<file path="src/rtl/nfps_pkg.sv">
// nfps_pkg: shared types, codes and bus constants for the NOR flash program/erase sequencer
`default_nettype none
package nfps_pkg;

	localparam int ADDR_W             = 23;
	localparam int WORD_ADDR_BITS_DEF = 23;
	localparam int JOBQ_DEPTH_DEF     = 2;
	localparam int LIMIT_W            = 24;
	localparam logic [LIMIT_W-1:0] POLL_LIMIT_RST = 24'd10000000;

	localparam logic [2:0] CMD_ERASE   = 3'd0;
	localparam logic [2:0] CMD_PROGRAM = 3'd1;
	localparam logic [2:0] CMD_POLL    = 3'd2;
	localparam logic [2:0] CMD_RESET   = 3'd3;

	localparam logic [2:0] ST_NONE       = 3'd0;
	localparam logic [2:0] ST_BUSY       = 3'd1;
	localparam logic [2:0] ST_WORD_DONE  = 3'd2;
	localparam logic [2:0] ST_TIMEOUT    = 3'd3;
	localparam logic [2:0] ST_ERASE_DONE = 3'd4;
	localparam logic [2:0] ST_ERASE_ERR  = 3'd5;
	localparam logic [2:0] ST_REJECT     = 3'd6;

	localparam logic KIND_WRITE  = 1'b0;
	localparam logic KIND_STATUS = 1'b1;

	localparam logic [15:0] FL_UNLOCK1  = 16'hAAAA;
	localparam logic [15:0] FL_UNLOCK2  = 16'h5555;
	localparam logic [15:0] FL_ERASE    = 16'h8080;
	localparam logic [15:0] FL_CHIP_ERS = 16'h1010;
	localparam logic [15:0] FL_PROGRAM  = 16'hA0A0;
	localparam logic [15:0] FL_RESET    = 16'hF0F0;
	localparam logic [15:0] DQ7_MASK    = 16'h8080;
	localparam logic [15:0] TOGGLE_MASK = 16'h4444;
	localparam logic [15:0] CHECK_LO    = 16'h0044;
	localparam logic [15:0] CHECK_HI    = 16'h4400;
	localparam int DQ5_LO_BIT = 5;
	localparam int DQ5_HI_BIT = 13;

	localparam logic [15:0] ERASE_SEQ [6] = '{FL_UNLOCK1, FL_UNLOCK2, FL_ERASE,
		FL_UNLOCK1, FL_UNLOCK2, FL_CHIP_ERS};
	localparam logic [15:0] PROG_SEQ [3] = '{FL_UNLOCK1, FL_UNLOCK2, FL_PROGRAM};

	typedef enum logic [1:0] {
		MODE_IDLE  = 2'd0,
		MODE_PROG  = 2'd1,
		MODE_ERASE = 2'd2
	} mode_t;

	typedef enum logic [2:0] {
		SEQ_ERASE  = 3'd0,
		SEQ_PROG   = 3'd1,
		SEQ_RESET  = 3'd2,
		SEQ_STATUS = 3'd3,
		SEQ_ABORT  = 3'd4
	} seq_t;

	typedef struct packed {
		seq_t        seq;
		logic [2:0]  status;
		logic [15:0] data;
	} job_t;

	typedef struct packed {
		logic [2:0]        command;
		logic [ADDR_W-1:0] word_offset;
		logic [15:0]       write_data;
		logic [15:0]       read_first;
		logic [15:0]       read_second;
	} item_t;

	typedef struct packed {
		logic              result_kind;
		logic [ADDR_W-1:0] bus_offset;
		logic [15:0]       bus_data;
		logic [2:0]        status_code;
		logic              last_result;
	} result_t;

endpackage
`default_nettype wire

</file>
<file path="src/rtl/nfps_front.sv">
// nfps_front: accepts commands and polls, tracks flash mode, classifies each beat into a job
`default_nettype none
module nfps_front import nfps_pkg::*; #(
	parameter int WORD_ADDR_BITS = WORD_ADDR_BITS_DEF
) (
	input  wire logic                      clk,
	input  wire logic                      arst_n,
	input  wire logic                      cfg_we,
	input  wire logic [LIMIT_W-1:0]        cfg_wdata,
	input  wire logic                      accept,
	input  wire item_t                     item,
	output job_t                           job,
	output logic [WORD_ADDR_BITS-1:0]      job_off
);

	logic [LIMIT_W-1:0] limit_q;
	mode_t              mode_q, mode_d;
	logic [1:0]         watch_q, watch_d;
	logic [15:0]        exp_q, exp_d;
	logic [LIMIT_W-1:0] pc_q, pc_d;

	always_ff @(posedge clk or negedge arst_n) begin
		if (!arst_n) begin
			limit_q <= POLL_LIMIT_RST;
		end else if (cfg_we) begin
			limit_q <= cfg_wdata;
		end
	end

	always_ff @(posedge clk or negedge arst_n) begin
		if (!arst_n) begin
			mode_q  <= MODE_IDLE;
			watch_q <= 2'b11;
			exp_q   <= '0;
			pc_q    <= '0;
		end else if (accept) begin
			mode_q  <= mode_d;
			watch_q <= watch_d;
			exp_q   <= exp_d;
			pc_q    <= pc_d;
		end
	end

	assign job_off = item.word_offset[WORD_ADDR_BITS-1:0];

	always_comb begin
		logic [LIMIT_W-1:0] pc_dec;
		logic [15:0]        chk;
		logic [1:0]         w;
		mode_d     = mode_q;
		watch_d    = watch_q;
		exp_d      = exp_q;
		pc_d       = pc_q;
		job.seq    = SEQ_STATUS;
		job.status = ST_REJECT;
		job.data   = item.write_data;
		pc_dec     = (pc_q != '0) ? pc_q - LIMIT_W'(1) : pc_q;
		w          = watch_q;
		chk        = '0;
		if (w[0] && item.read_second[DQ5_LO_BIT]) begin
			w[0] = 1'b0;
			chk  = chk | CHECK_LO;
		end
		if (w[1] && item.read_second[DQ5_HI_BIT]) begin
			w[1] = 1'b0;
			chk  = chk | CHECK_HI;
		end
		case (item.command)
			CMD_ERASE: begin
				job.seq = SEQ_ERASE;
				mode_d  = MODE_ERASE;
				watch_d = 2'b11;
			end
			CMD_PROGRAM: begin
				job.seq = SEQ_PROG;
				exp_d   = item.write_data & DQ7_MASK;
				pc_d    = limit_q;
				mode_d  = MODE_PROG;
			end
			CMD_RESET: begin
				job.seq = SEQ_RESET;
				mode_d  = MODE_IDLE;
			end
			CMD_POLL: begin
				case (mode_q)
					MODE_PROG: begin
						pc_d = pc_dec;
						if (pc_dec == '0) begin
							job.status = ST_TIMEOUT;
							mode_d     = MODE_IDLE;
						end else if ((item.read_first & DQ7_MASK) == exp_q) begin
							job.status = ST_WORD_DONE;
							mode_d     = MODE_IDLE;
						end else begin
							job.status = ST_BUSY;
						end
					end
					MODE_ERASE: begin
						if (((item.read_first ^ item.read_second) & TOGGLE_MASK) == '0) begin
							job.status = ST_ERASE_DONE;
							mode_d     = MODE_IDLE;
						end else begin
							watch_d = w;
							if (((item.read_first ^ item.read_second) & chk) != '0) begin
								// DQ5 timeout with the chip still toggling: abort
								job.seq = SEQ_ABORT;
								mode_d  = MODE_IDLE;
							end else begin
								job.status = ST_BUSY;
							end
						end
					end
					default: job.status = ST_REJECT;
				endcase
			end
			default: job.status = ST_REJECT;
		endcase
	end

endmodule
`default_nettype wire

</file>
<file path="src/rtl/nfps_jobq.sv">
// nfps_jobq: small job queue between the command front and the bus write back end
`default_nettype none
module nfps_jobq import nfps_pkg::*; #(
	parameter int OFF_BITS = WORD_ADDR_BITS_DEF,
	parameter int DEPTH    = JOBQ_DEPTH_DEF
) (
	input  wire logic                clk,
	input  wire logic                arst_n,
	input  wire logic                wr_en,
	input  wire job_t                wr_job,
	input  wire logic [OFF_BITS-1:0] wr_off,
	output logic                     full,
	input  wire logic                rd_en,
	output logic                     rd_valid,
	output job_t                     rd_job,
	output logic [OFF_BITS-1:0]      rd_off
);

	localparam int PTR_W = $clog2(DEPTH);
	localparam int CNT_W = $clog2(DEPTH + 1);

	job_t                job_mem [DEPTH];
	logic [OFF_BITS-1:0] off_mem [DEPTH];
	logic [PTR_W-1:0]    wr_ptr_q, rd_ptr_q;
	logic [CNT_W-1:0]    count_q;
	logic                do_wr, do_rd;

	assign full     = (count_q == CNT_W'(DEPTH));
	assign rd_valid = (count_q != '0);
	assign do_wr    = wr_en && !full;
	assign do_rd    = rd_en && rd_valid;
	assign rd_job   = job_mem[rd_ptr_q];
	assign rd_off   = off_mem[rd_ptr_q];

	always_ff @(posedge clk) begin
		if (do_wr) begin
			job_mem[wr_ptr_q] <= wr_job;
			off_mem[wr_ptr_q] <= wr_off;
		end
	end

	always_ff @(posedge clk or negedge arst_n) begin
		if (!arst_n) begin
			wr_ptr_q <= '0;
			rd_ptr_q <= '0;
			count_q  <= '0;
		end else begin
			if (do_wr) begin
				wr_ptr_q <= (wr_ptr_q == PTR_W'(DEPTH - 1)) ? '0 : wr_ptr_q + PTR_W'(1);
			end
			if (do_rd) begin
				rd_ptr_q <= (rd_ptr_q == PTR_W'(DEPTH - 1)) ? '0 : rd_ptr_q + PTR_W'(1);
			end
			if (do_wr && !do_rd) begin
				count_q <= count_q + CNT_W'(1);
			end else if (do_rd && !do_wr) begin
				count_q <= count_q - CNT_W'(1);
			end
		end
	end

endmodule
`default_nettype wire

</file>
<file path="src/rtl/nfps_back.sv">
// nfps_back: turns each job into bus write and status beats, one per cycle unless stalled
`default_nettype none
module nfps_back import nfps_pkg::*; #(
	parameter int OFF_BITS = WORD_ADDR_BITS_DEF
) (
	input  wire logic                clk,
	input  wire logic                arst_n,
	input  wire logic                q_valid,
	input  wire job_t                q_job,
	input  wire logic [OFF_BITS-1:0] q_off,
	output logic                     q_take,
	output logic                     empty,
	input  wire logic                pop,
	output result_t                  result
);

	logic                cur_valid_q;
	job_t                cur_job_q;
	logic [OFF_BITS-1:0] cur_off_q;
	logic [2:0]          beat_q;
	logic                out_valid_q;
	result_t             out_q;
	result_t             beat;
	logic                advance;

	assign empty   = !out_valid_q;
	assign result  = out_q;
	assign advance = cur_valid_q && (!out_valid_q || pop);
	assign q_take  = q_valid && (!cur_valid_q || (advance && beat.last_result));

	always_comb begin
		beat.result_kind = KIND_WRITE;
		beat.bus_offset  = '0;
		beat.bus_data    = '0;
		beat.status_code = ST_NONE;
		beat.last_result = 1'b0;
		case (cur_job_q.seq)
			SEQ_ERASE: begin
				beat.bus_data    = (beat_q < 3'd6) ? ERASE_SEQ[beat_q] : FL_CHIP_ERS;
				beat.last_result = (beat_q == 3'd5);
			end
			SEQ_PROG: begin
				if (beat_q == 3'd3) begin
					beat.bus_offset  = ADDR_W'(cur_off_q);
					beat.bus_data    = cur_job_q.data;
					beat.last_result = 1'b1;
				end else begin
					beat.bus_data = (beat_q < 3'd3) ? PROG_SEQ[beat_q[1:0]] : FL_PROGRAM;
				end
			end
			SEQ_RESET: begin
				beat.bus_data    = FL_RESET;
				beat.last_result = 1'b1;
			end
			SEQ_ABORT: begin
				// reset write first, then the error report
				if (beat_q == 3'd0) begin
					beat.bus_data = FL_RESET;
				end else begin
					beat.result_kind = KIND_STATUS;
					beat.status_code = ST_ERASE_ERR;
					beat.last_result = 1'b1;
				end
			end
			default: begin
				beat.result_kind = KIND_STATUS;
				beat.status_code = cur_job_q.status;
				beat.last_result = 1'b1;
			end
		endcase
	end

	always_ff @(posedge clk) begin
		if (q_take) begin
			cur_job_q <= q_job;
			cur_off_q <= q_off;
		end
		if (advance) begin
			out_q <= beat;
		end
	end

	always_ff @(posedge clk or negedge arst_n) begin
		if (!arst_n) begin
			cur_valid_q <= 1'b0;
			beat_q      <= '0;
			out_valid_q <= 1'b0;
		end else begin
			if (q_take) begin
				cur_valid_q <= 1'b1;
			end else if (advance && beat.last_result) begin
				cur_valid_q <= 1'b0;
			end
			if (advance) begin
				beat_q <= beat.last_result ? 3'd0 : beat_q + 3'd1;
			end
			if (advance) begin
				out_valid_q <= 1'b1;
			end else if (pop) begin
				out_valid_q <= 1'b0;
			end
		end
	end

endmodule
`default_nettype wire

</file>
<file path="src/rtl/nor_flash_program_erase_sequencer.sv">
// nor_flash_program_erase_sequencer: top level, front end, job queue and beat generator
// A command beat is accepted every cycle while the job queue has room; its job is queued,
// then taken into the back end, whose output register drives its first result onto the port.
// Each command yields 1 to 6 result beats, emitted one per cycle by the back end while
// its output register is empty or popped; the next job is taken only with the last beat.
// Asynchronous active-low reset: mode idle, both DQ5 watched, queue and output empty.
`default_nettype none
module nor_flash_program_erase_sequencer import nfps_pkg::*; #(
	parameter int WORD_ADDR_BITS = WORD_ADDR_BITS_DEF,
	parameter int JOBQ_DEPTH     = JOBQ_DEPTH_DEF
) (
	input  wire logic               clk,
	input  wire logic               arst_n,
	input  wire logic               push,
	output logic                    full,
	input  wire item_t              item,
	output logic                    empty,
	input  wire logic               pop,
	output result_t                 result,
	input  wire logic               cfg_we,
	input  wire logic [LIMIT_W-1:0] cfg_wdata
);

	logic                      accept;
	job_t                      f_job;
	logic [WORD_ADDR_BITS-1:0] f_off;
	logic                      q_valid, q_take;
	job_t                      q_job;
	logic [WORD_ADDR_BITS-1:0] q_off;

	assign accept = push && !full;

	nfps_front #(.WORD_ADDR_BITS(WORD_ADDR_BITS)) u_front (
		.clk       (clk),
		.arst_n    (arst_n),
		.cfg_we    (cfg_we),
		.cfg_wdata (cfg_wdata),
		.accept    (accept),
		.item      (item),
		.job       (f_job),
		.job_off   (f_off)
	);

	nfps_jobq #(.OFF_BITS(WORD_ADDR_BITS), .DEPTH(JOBQ_DEPTH)) u_jobq (
		.clk      (clk),
		.arst_n   (arst_n),
		.wr_en    (accept),
		.wr_job   (f_job),
		.wr_off   (f_off),
		.full     (full),
		.rd_en    (q_take),
		.rd_valid (q_valid),
		.rd_job   (q_job),
		.rd_off   (q_off)
	);

	nfps_back #(.OFF_BITS(WORD_ADDR_BITS)) u_back (
		.clk     (clk),
		.arst_n  (arst_n),
		.q_valid (q_valid),
		.q_job   (q_job),
		.q_off   (q_off),
		.q_take  (q_take),
		.empty   (empty),
		.pop     (pop),
		.result  (result)
	);

	a_status_last: assert property (@(posedge clk) disable iff (!arst_n)
		(!empty && result.result_kind == KIND_STATUS) |-> result.last_result)
		else $error("status beat not marked last");

	a_status_clean: assert property (@(posedge clk) disable iff (!arst_n)
		(!empty && result.result_kind == KIND_STATUS) |->
		(result.bus_offset == '0 && result.bus_data == '0))
		else $error("status beat carries bus offset or data");

	a_write_code: assert property (@(posedge clk) disable iff (!arst_n)
		(!empty && result.result_kind == KIND_WRITE) |-> result.status_code == ST_NONE)
		else $error("bus write beat carries a status code");

	a_take_valid: assert property (@(posedge clk) disable iff (!arst_n)
		q_take |-> q_valid)
		else $error("back end took a job from an empty queue");

endmodule
`default_nettype wire
</file>
<file path="config.mk">
export PLATFORM = sky130hd
export DESIGN_NAME = nor_flash_program_erase_sequencer
export DESIGN_NICKNAME = d
export VERILOG_FILES = /design/src/rtl/nfps_pkg.sv /design/src/rtl/nfps_front.sv /design/src/rtl/nfps_jobq.sv /design/src/rtl/nfps_back.sv /design/src/rtl/nor_flash_program_erase_sequencer.sv
export SDC_FILE = /design/constraint.sdc
export NUM_CORES = 1
export LEC_CHECK = 0
export BUFFER_PORTS_ARGS = -buffer_cell sky130_fd_sc_hd__buf_4
export CORE_ASPECT_RATIO = 1.25
export CORE_MARGIN = 2
export CORE_UTILIZATION = 45
export CTS_CLUSTER_DIAMETER = 120
export DETAILED_ROUTE_END_ITERATION = 8
export GPL_ROUTABILITY_DRIVEN = 0
export PLACE_DENSITY = 0.74
export SYNTH_ARGS = -nofsm -noshare
export SYNTH_HDL_FRONTEND = slang
export SYNTH_HIERARCHICAL = 1
export SYNTH_SLANG_ARGS = --single-unit
export TNS_END_PERCENT = 20
</file>
<file path="constraint.sdc">
create_clock -name clk -period 9.85 [get_ports clk]
set_clock_uncertainty 0.15 [all_clocks]
set_input_delay 0.985 -clock clk [delete_from_list [all_inputs] [get_ports clk]]
set_output_delay 0.985 -clock clk [all_outputs]
set_load 0.01 [all_outputs]
</file>
==> impl_metrics.json, run 1 <==
{
  "route.vias.total": 6334,
  "rsz0062_at_grt": "false",
  "outcome": "completed",
  "start_util": 0.4583,
  "grt_pass1_vias": 6133,
  "finalCriticalPeriod_ps": 3529,
  "syn2layout_area_growth_pct": 15.10,
  "fin_nets": 990,
  "crit_type": "flip-flop to flip-flop",
  "grt_max_degree": 64,
  "ant_nets": 0,
  "final_area_um2": 12560,
  "worst-path-max-fanout": 46,
  "setup_viol": 0,
  "synth_xor_area_frac": 0.01284,
  "synth_cell_types": 69,
  "ioPinCount": 149,
  "synth.top_cell.area_share": 0.4927,
  "core-area_um2": 23810,
  "relSlewSlack": 0.2232,
  "fin_util": 0.5275,
  "drcViolationCount": 0,
  "cts-resized-gates": 0,
  "ir_drop_mv": 0.1495,
  "crit_required_ps": 10130,
  "synth-simple-area-share": 0.1087,
  "clk_pin_slew_ps": 60,
  "endpoint_kind": "flip-flop",
  "place_ws_ps": 6277,
  "grt.total_usage": 0.1535,
  "grt_pass1_wl_mm": 31.06,
  "place_area_um2": 11810,
  "arrival_ps": 3810,
  "wl_mm": 19.92,
  "top_usage_layer": "met2",
  "placedCellCount": 1176,
  "ctsHoldBuffers": 0,
  "cpPeakStageDelay_ps": 910,
  "path_buf_inv": 0,
  "htreeDepth": 1,
  "die_h_um": 178.1,
  "fillers": 2019,
  "num_rows": 63,
  "finalNonFillerCells": 1218,
  "viasPerCell": 5.200,
  "grt_overflow": 0,
  "avgSynthCellArea_um2": 13.81,
  "dpl.hpwl_mm": 13.34,
  "synthArstFlopShare": 0.2603,
  "clockRootBuffer": "clkbuf_16",
  "startpoint_type": "flip-flop",
  "whs_ps": 313.0,
  "globalRouteMet2Util": 0.2825,
  "syn_area_um2": 10910,
  "setup_ws_ps": 6321,
  "antenna_cells": 0,
  "fin_tns_setup_ps": 0,
  "cts_setup_buffers": 0,
  "firstDrtPassIters": 5,
  "path_common_cell": "ha_1",
  "synth_compound_area_frac": 0.08555,
  "ys_ff_latch": 242,
  "synthCells": 790,
  "drv_slew": 0,
  "clock_path_buffers": 3,
  "finalHoldViolations": 0,
  "grt_use_met1": 0.1822,
  "cts_num_sinks": 242,
  "antenna_found_initial": 0,
  "worst_slew_pin_slew_ps": 1165,
  "numCtsBuffers": 24,
  "drive_gt1_frac": 0.3080,
  "wire_per_inst_um": 16.36,
  "crit_family": "simple AND/OR/NAND/NOR gates",
  "pwr_density_cell_nw_per_um2": 289.7,
  "cts_tree": "yes",
  "seq_area_frac_synth": 0.6383,
  "crit_chain": "ha_1, ha_1, a211oi_2, a2bb2oi_2, a21bo_2, and2_2, nand2_2, ha_1, xor2_1, nor2_1, xor2_1",
  "synth_fp_nets": 903,
  "synthMuxAreaShare": 0.08853,
  "synthTopCellsByArea": "edfxtp_1 49%, dfrtp_1 12%, mux2_4 5.4%, mux2_2 3.3%, buf_4 2.8%",
  "die_area_um2": 25520,
  "synth_edf_count": 179,
  "min_path_type": "flip-flop to flip-flop",
  "yosys_warnings": 6,
  "fmax_mhz": 283.3,
  "synthAdderAreaFrac": 0.01147,
  "period_share": 0.3583,
  "synth_top_family_by_area": "simple AND/OR/NAND/NOR gates",
  "use_met3": 0.03034,
  "power_mw": 3.638,
  "first_iter_violations": 294,
  "cap_violations": 0,
  "power.leakage_nw": 4.827,
  "io_buffers": 128,
  "clkLatencyLatePin_ps": 510,
  "critPathSlowestCell": "and2_2",
  "yosys.area.top_type": "edfxtp_1",
  "die_width_um": 143.3,
  "ys.flop_type": "edfxtp_1"
}
==> final timing paths <==
check / start / to / slack, ps / cells after the start
min reg2reg: u_front/watch_q[0] / u_front/watch_q[0] / 310 / 2
min: u_front/watch_q[0] / u_front/watch_q[0] / 310 / 2
max reg2reg: u_back/beat_q[0] / u_jobq/count_q[1] / 6320 / 11
max in group asynchronous: arst_n / u_jobq/rd_ptr_q / 8540 / 1
min in group asynchronous: arst_n / u_front/limit_q[1] / 430 / 1
max: u_back/beat_q[0] / u_jobq/count_q[1] / 6320 / 11
==> synthesized netlist by cell type, types with 11 or more instances <==
library cell    n
a21oi_1        33
and2_1         26
buf_4          40
clkbuf_1       17
dfrtp_1        53
edfxtp_1      179
inv_1          18
mux2_2         32
mux2_4         39
nand2_1        40
nand3_1        11
nor2_1         52
nor3_1         18
o21ai_0        48
or3_1          11
==> tightest hold or removal path, cell delays in order, from the launching register on <==
cell and delay (ps):
dfstp_2 360, nand2_1 50, nand2_1 50
==> power by group <==
group          switching [mW]  total [mW]  internal, mW
logic                   0.539        1.00         0.463
registers               0.212        1.77          1.56
clock network           0.355       0.869         0.513
==> cell usage in the layout (no fill, tap or decap), types with 9 or more instances in the layout <==
cell       instances
a21oi_1           33
and2_1            25
buf_4            133
clkbuf_16         25
dfrtp_1           52
dfstp_2           10
edfxtp_1         179
ha_1              10
inv_1             17
mux2_2            32
mux2_4            39
nand2_1           40
nand2b_1          10
nand3_1           11
nor2_1            51
nor3_1            17
o21ai_0           48
or3_1             11
xnor2_1            9
==> area by class of cell <==
cell class,instances,area (um^2),area share
clock buffers,32,651.9,0.05191
repair buffers,133,998.5,0.07951
flip-flops and latches,242,6965,0.5546
multi-input cells,457,3372,0.2685
clock inverters,10,92.59,0.007373
well taps,325,406.6,0.03238
inverters,19,71.32,0.005679
==> kinds of logic after synthesis <==
| kind of cell | count (synthesis) |
|---|---|
| buffers and inverters | 91 |
| muxes | 73 |
| DFF | 242 |
| AOI/OAI and AO/OA | 145 |
| xor gates and xnor gates | 16 |
| and+or+nand+nor | 213 |
| adders and majority gates | 10 |
==> sequential cells by signal, indices dropped and copies added, names as in the netlist, 2 cells and up <==
name / flops
u_back/beat_q: 3
u_jobq/off_mem: 46
u_front/mode_q: 2
u_front/limit_q: 24
u_jobq/count_q: 2
u_back/result: 44
u_back/cur_job_q: 22
u_back/cur_off_q: 23
u_jobq/job_mem: 44
u_front/watch_q: 2
u_front/exp_q: 2
u_front/pc_q: 24
==> per-layer routing <==
metal / vias up / routed length (um)
li1: 3057 / -
met1: 3059 / 8074
met2: 191 / 10250
met3: 27 / 1232
met4: 0 / 363
met5: - / 0
No activity file was read; power rests on OpenSTA's default activity.
==> run 2: changes to the inputs <==
--- a/config.mk
+++ b/config.mk
@@ -12,7 +12,7 @@
 export CTS_CLUSTER_DIAMETER = 120
 export DETAILED_ROUTE_END_ITERATION = 8
 export GPL_ROUTABILITY_DRIVEN = 0
-export PLACE_DENSITY = 0.74
+export PLACE_DENSITY = 0.76
 export SYNTH_ARGS = -nofsm -noshare
 export SYNTH_HDL_FRONTEND = slang
 export SYNTH_HIERARCHICAL = 1
==> constraint.sdc (replaced) <==
create_clock -name clk -period 3 [get_ports clk]
set_clock_uncertainty 0.15 [all_clocks]
set_input_delay 0.3 -clock clk [delete_from_list [all_inputs] [get_ports clk]]
set_output_delay 0.3 -clock clk [all_outputs]
set_load 0.01 [all_outputs]
==> impl_metrics.json, run 2 (synthesis results as in run 1) <==
{
  "outcome": "complete, but fails checks",
  "violations": "negative setup slack",
  "drcViolationCount": 0,
  "numCtsBuffers": 24,
  "finalHoldViolations": 0,
  "finalNonFillerCells": 1328,
  "drv_slew": 0,
  "startpoint_type": "flip-flop",
  "seq_power_share": 0.459,
  "power_mw": 12.46,
  "clkPwrFrac": 0.233,
  "setup_viol": 6,
  "path_buf_inv": 1,
  "final_common_cell": "edfxtp_1",
  "regToRegSetupSlack_ps": -70,
  "syn2layout_area_growth_pct": 24.89,
  "ioPinCount": 149,
  "clkLatencyLatePin_ps": 510,
  "crit_required_ps": 3180,
  "cts_tree": "yes",
  "ant_nets": 0,
  "antenna_found_initial": 0,
  "cap_violations": 0,
  "firstDrtPassIters": 5,
  "drive_gt1_frac": 0.3190,
  "die_width_um": 143.3,
  "die_area_um2": 25520,
  "rsz0062_at_grt": "true",
  "final_cell_mix": "179 x edfxtp_1, 168 x buf_4, 68 x dlygate4sd3_1",
  "worst-path-max-fanout": 4,
  "route.vias.total": 6872,
  "first_iter_violations": 364,
  "worst_slew_pin_slew_ps": 800.2,
  "period_share": 1.023,
  "startpoint": "u_front/pc_q[1]",
  "place_area_um2": 12180,
  "p_int_mw": 8.633,
  "fmax_mhz": 325.9,
  "rr_worst_depth": 10,
  "arrival_ps": 3250,
  "cts_num_sinks": 242,
  "core-area_um2": 23810,
  "fin_tns_setup_ps": -251.7,
  "final_area_um2": 13630,
  "fin_util": 0.5724,
  "fin_nets": 1098,
  "worstReg2RegEnd": "u_jobq/job_mem[1][16]",
  "ir_drop_mv": 0.4629,
  "antenna_cells": 0,
  "grt_max_degree": 64,
  "r2r-start": "u_front/pc_q[1]",
  "crit_path_end": "u_jobq/job_mem[1][16]",
  "die_h_um": 178.1,
  "crit_type": "flip-flop to flip-flop",
  "regMostFlops": "u_jobq/off_mem",
  "largest_reg_flops": 46,
  "placedCellCount": 1216,
  "wire_per_inst_um": 16.56,
  "relSlewSlack": 0.4666,
  "cpPeakStageDelay_ps": 480,
  "clock_path_buffers": 3,
  "io_buffers": 128,
  "grt_overflow": 0,
  "num_rows": 63,
  "finalCriticalPeriod_ps": 3069,
  "start_util": 0.4583,
  "grt.total_usage": 0.1724,
  "p_switching_mw": 3.825,
  "viasPerCell": 5.175,
  "crit_chain": "inv_1, ha_1, or3b_2, or4_1, a211oi_2, xor2_1, nor3_1, o211a_1, o2111ai_2, a211oi_2",
  "htreeDepth": 1,
  "dpl.hpwl_mm": 14.59,
  "grt_pass1_wl_mm": 34.83,
  "cts_setup_buffers": 0,
  "crit_cells": 10,
  "clockRootBuffer": "clkbuf_16",
  "swShare": 0.3070,
  "wl_mm": 21.99,
  "power.leakage_nw": 5.341,
  "combPwrFrac": 0.308,
  "setup_ws_ps": -68.76,
  "clk_pin_slew_ps": 60,
  "endpoint_kind": "flip-flop",
  "crit_family": "simple AND/OR/NAND/NOR gates",
  "min_path_type": "input port to flip-flop",
  "grt_pass1_vias": 6914,
  "pwr_density_cell_nw_per_um2": 914.4,
  "critPathSlowestCell": "or3b_2",
  "path_common_cell": "a211oi_2"
}
[run 2: cell types whose count changed in the layout (fill, tap and decap cells not counted), moves of 5 or more]
cell	previous run	this run
clkbuf_1	7	12
dlygate4sd3_1	0	68
buf_4	133	168
clkinv_1	6	0
buf_12	0	5
[run 2: layer usage]
layer  part of all wire  track usage  wire (um)
met1               0.39       0.2018       8472
met2               0.55       0.3248      11990
met3              0.051      0.03087       1111
met4              0.019      0.04330        421
met5                  0            0          0
[run 2: worst min-delay path: cells and delay by family]
| family | cells | cell delay (ps) |
|---|---|---|
| and+or+nand+nor | 2 | 150 |
| buffers and inverters | 1 | 120 |
[run 2: stage by stage]
stage                     hold slack, ps  setup WS [ps]
after global placement             288.3          24.71
after detailed placement           299.2         -55.50
after global routing               16.80         -257.3
after CTS                          7.119         -25.44
final                              28.01         -68.76
after floorplan                   -145.6          87.22
[run 2: cell type report]
type                    count  area [um^2]
multi-input cells         457         3381
repair buffers            241         2042
fillers                  1884        10180
well taps                 325        406.6
flip-flops and latches    242         6965
clock inverters             7        100.1
clock buffers              37        659.4
inverters                  19        71.32
[run 2: timing repair]
| item | in CTS | in global routing |
|---|---|---|
| cloned | 0 | 0 |
| hold buffers | 68 | 0 |
| endpoints found under the setup margin | 5 | 6 |
| gates resized for setup | 1 | 2 |
| hold endpoints to repair | 162 | 0 |
[run 2: power by group through the flow]
stage,clock [mW],combinational [mW],sequential (mW)
2_1_floorplan,0,2.53,5.67
3_3_place_gp,0,3.66,5.72
3_5_place_dp,0,3.76,5.78
4_1_cts,2.97,3.86,5.73
5_1_grt,3.10,4.20,5.85
6_report,2.90,3.83,5.72
[run 2: worst min path at each step]
| stage | slack, ps | endpoint | depth (start not counted) | startpoint |
|---|---|---|---|---|
| after detailed placement | 300 | u_front/limit_q[0] | 1 | arst_n |
| after CTS | 7 | u_jobq/job_mem[1][19] | 3 | item[72] |
| after global routing | 20 | u_jobq/job_mem[1][19] | 3 | item[72] |
| after floorplan | -150 | u_back/beat_q[0] | 0 | arst_n |
| final | 30 | u_jobq/job_mem[1][19] | 3 | item[72] |
| after global placement | 290 | u_front/limit_q[0] | 1 | arst_n |
==> run 3: changes to the inputs <==
--- a/config.mk
+++ b/config.mk
@@ -12,9 +12,8 @@
 export CTS_CLUSTER_DIAMETER = 120
 export DETAILED_ROUTE_END_ITERATION = 8
 export GPL_ROUTABILITY_DRIVEN = 0
-export PLACE_DENSITY = 0.76
+export PLACE_DENSITY = 0.77
 export SYNTH_ARGS = -nofsm -noshare
 export SYNTH_HDL_FRONTEND = slang
-export SYNTH_HIERARCHICAL = 1
 export SYNTH_SLANG_ARGS = --single-unit
 export TNS_END_PERCENT = 20
==> impl_metrics.json, run 3 <==
{
  "period_share": 0.9903,
  "crit_family": "simple AND/OR/NAND/NOR gates",
  "final_cell_mix": "179 x edfxtp_1, 160 x buf_4, 73 x dlygate4sd3_1",
  "synth_fp_nets": 829,
  "use_met3": 0.02785,
  "clk_pin_slew_ps": 70,
  "wire_per_inst_um": 16.55,
  "dpl.hpwl_mm": 13.00,
  "clkLatencyLatePin_ps": 510,
  "setup_viol": 0,
  "clockRootBuffer": "clkbuf_16",
  "cts_tree": "yes",
  "endpoint_kind": "flip-flop",
  "outcome": "completed",
  "clock_path_buffers": 3,
  "grt_pass1_wl_mm": 32.34,
  "fin_util": 0.5927,
  "grt_max_degree": 64,
  "cts_num_sinks": 242,
  "die_width_um": 137.7,
  "fillers": 1689,
  "seq_area_frac_synth": 0.6931,
  "antenna_cells": 0,
  "ioPinCount": 149,
  "grt_use_met1": 0.2021,
  "finalHoldViolations": 0,
  "grt_overflow": 0,
  "fin_nets": 1059,
  "synth.top_cell.area_share": 0.5349,
  "critPathSlowestCell": "or4_4",
  "synthCells": 717,
  "min_path_type": "input port to flip-flop",
  "ant_nets": 0,
  "die_h_um": 171.1,
  "top_usage_layer": "met2",
  "htreeDepth": 1,
  "synthArstFlopShare": 0.2603,
  "firstDrtPassIters": 4,
  "avgSynthCellArea_um2": 14.01,
  "placedCellCount": 1131,
  "relSlewSlack": 0.2618,
  "grt_pass1_vias": 6581,
  "antenna_found_initial": 0,
  "path_buf_inv": 0,
  "power_mw": 11.72,
  "yosys_warnings": 0,
  "globalRouteMet2Util": 0.3262,
  "cpPeakStageDelay_ps": 530,
  "yosys.area.top_type": "edfxtp_1",
  "first_iter_violations": 443,
  "drcViolationCount": 0,
  "route.vias.total": 6576,
  "largest_reg_flops": 46,
  "final_common_cell": "edfxtp_1",
  "cts_setup_buffers": 0,
  "ir_drop_mv": 0.5498,
  "synth_edf_count": 179,
  "core-area_um2": 22060,
  "wl_mm": 20.65,
  "io_buffers": 128,
  "syn2layout_area_growth_pct": 30.11,
  "yosys.cell_count.top_type": "edfxtp_1",
  "start_util": 0.4556,
  "viasPerCell": 5.269,
  "worst_slew_pin_slew_ps": 1107,
  "synth_commonest_cells": "179 x edfxtp_1, 73 x mux2_2, 53 x dfrtp_1, 53 x o21ai_0, 45 x nor2_1",
  "num_rows": 61,
  "syn_area_um2": 10050,
  "fin_tns_setup_ps": 0,
  "finalCriticalPeriod_ps": 2971,
  "drv_slew": 0,
  "ys.flop_type": "edfxtp_1",
  "synth_cell_types": 55,
  "die_area_um2": 23550,
  "drive_gt1_frac": 0.3171,
  "pwr_density_cell_nw_per_um2": 896.8,
  "regMostFlops": "u_jobq.off_mem",
  "crit_type": "flip-flop to flip-flop",
  "grt.total_usage": 0.1744,
  "worst-path-max-fanout": 3,
  "startpoint_type": "flip-flop",
  "ys_ff_latch": 242,
  "numCtsBuffers": 24,
  "crit_required_ps": 3220,
  "crit_chain": "or4_4, or3_4, nor4_4, mux2_4, a211oi_2, nand4_2, a311oi_2, o311ai_1",
  "arrival_ps": 3190,
  "cap_violations": 0,
  "power.leakage_nw": 5.040,
  "rsz0062_at_grt": "true",
  "synthTopCellsByArea": "edfxtp_1 53%, dfrtp_1 13%, mux2_2 8.2%, o21ai_0 2.6%, dfstp_2 2.6%",
  "fmax_mhz": 336.6,
  "finalNonFillerCells": 1248
}
## run 3: cell types whose count changed after synthesis, sizes merged, moves of 5 or more
cell    previous run  this run
nor3              18         8
nor2              52        45
and3               6         1
o21a               7         2
o31ai              1         7
or2                1         6
clkbuf            17        29
nand2b            11         6
or4                8         3
buf               55         2
nor2b              4        16
## run 3: metal layers
metal	share of wire	up-vias	routed length [um]
li1	-	3123	-
met3	0.048	43	1001
met2	0.54	180	11170
met4	0.022	0	454
met1	0.39	3230	8029
met5	0	-	0
## run 3: logic make-up (layout without fill, tap and decap cells)
| kind of cell | Yosys count | after routing | share of synthesized area |
|---|---|---|---|
| compound gates | 136 | 136 | 0.07994 |
| xor+xnor | 14 | 14 | 0.01220 |
| buf+inv | 49 | 297 | 0.01980 |
| flops | 242 | 242 | 0.6931 |
| mux | 73 | 73 | 0.08181 |
| fa+ha+maj | 9 | 9 | 0.01121 |
| simple gates | 194 | 194 | 0.1020 |
## run 3: cell type report
class / count / area (um^2) / area share
inverter: 18 / 67.56 / 0.005168
clock buffer: 30 / 644.4 / 0.04929
timing repair buffer: 235 / 1972 / 0.1508
clock inverter: 14 / 98.84 / 0.007561
tap: 283 / 354.1 / 0.02708
sequential: 242 / 6967 / 0.5329
multi-input combinational: 426 / 2970 / 0.2272
## run 3: final timing paths
| check | depth (start not counted) | to | slack [ps] | startpoint |
|---|---|---|---|---|
| worst max-delay path | 8 | u_front.mode_q[1] | 30 | u_front.pc_q[5] |
| worst min-delay path | 3 | u_jobq.wr_ptr_q | 10 | push |
| worst max register to register | 8 | u_front.mode_q[1] | 30 | u_front.pc_q[5] |
| worst min register to register | 1 | u_back.out_valid_q | 350 | u_back.cur_valid_q |
| max in group asynchronous | 2 | u_jobq.rd_ptr_q | 1800 | arst_n |
| min in group asynchronous | 2 | u_front.pc_q[15] | 290 | arst_n |
## run 3: report_power, final
part	total [mW]	internal, mW	switching, mW
combinational	3.23	1.49	1.74
clock	2.81	1.61	1.20
sequential	5.69	5.05	0.639
## run 3: through the flow
stage | instance area (um^2) | hold slack [ps] | setup slack (ps)
after global placement | 11530 | 297.9 | -73.42
after detailed placement | 11530 | 304.6 | -173.8
final | 13070 | 13.24 | 29.22
after CTS | 13050 | 8.197 | -0.2991
after global routing | 13070 | 19.36 | -124.5
after floorplan | 10060 | -145.6 | -62.78
## run 3: worst min-delay path, cell delays in order
cell and delay [ps]:
buf_4 80, o21ai_2 110, xnor2_1 150
## run 3: repair_timing
action | 4_1_cts | 5_1_grt
setup endpoints to repair | 6 | 11
endpoints found under the hold margin | 166 | 0
resized for setup | 8 | 5
pin swaps | 2 | 2
hold buffers | 73 | 0
gates cloned | 0 | 0
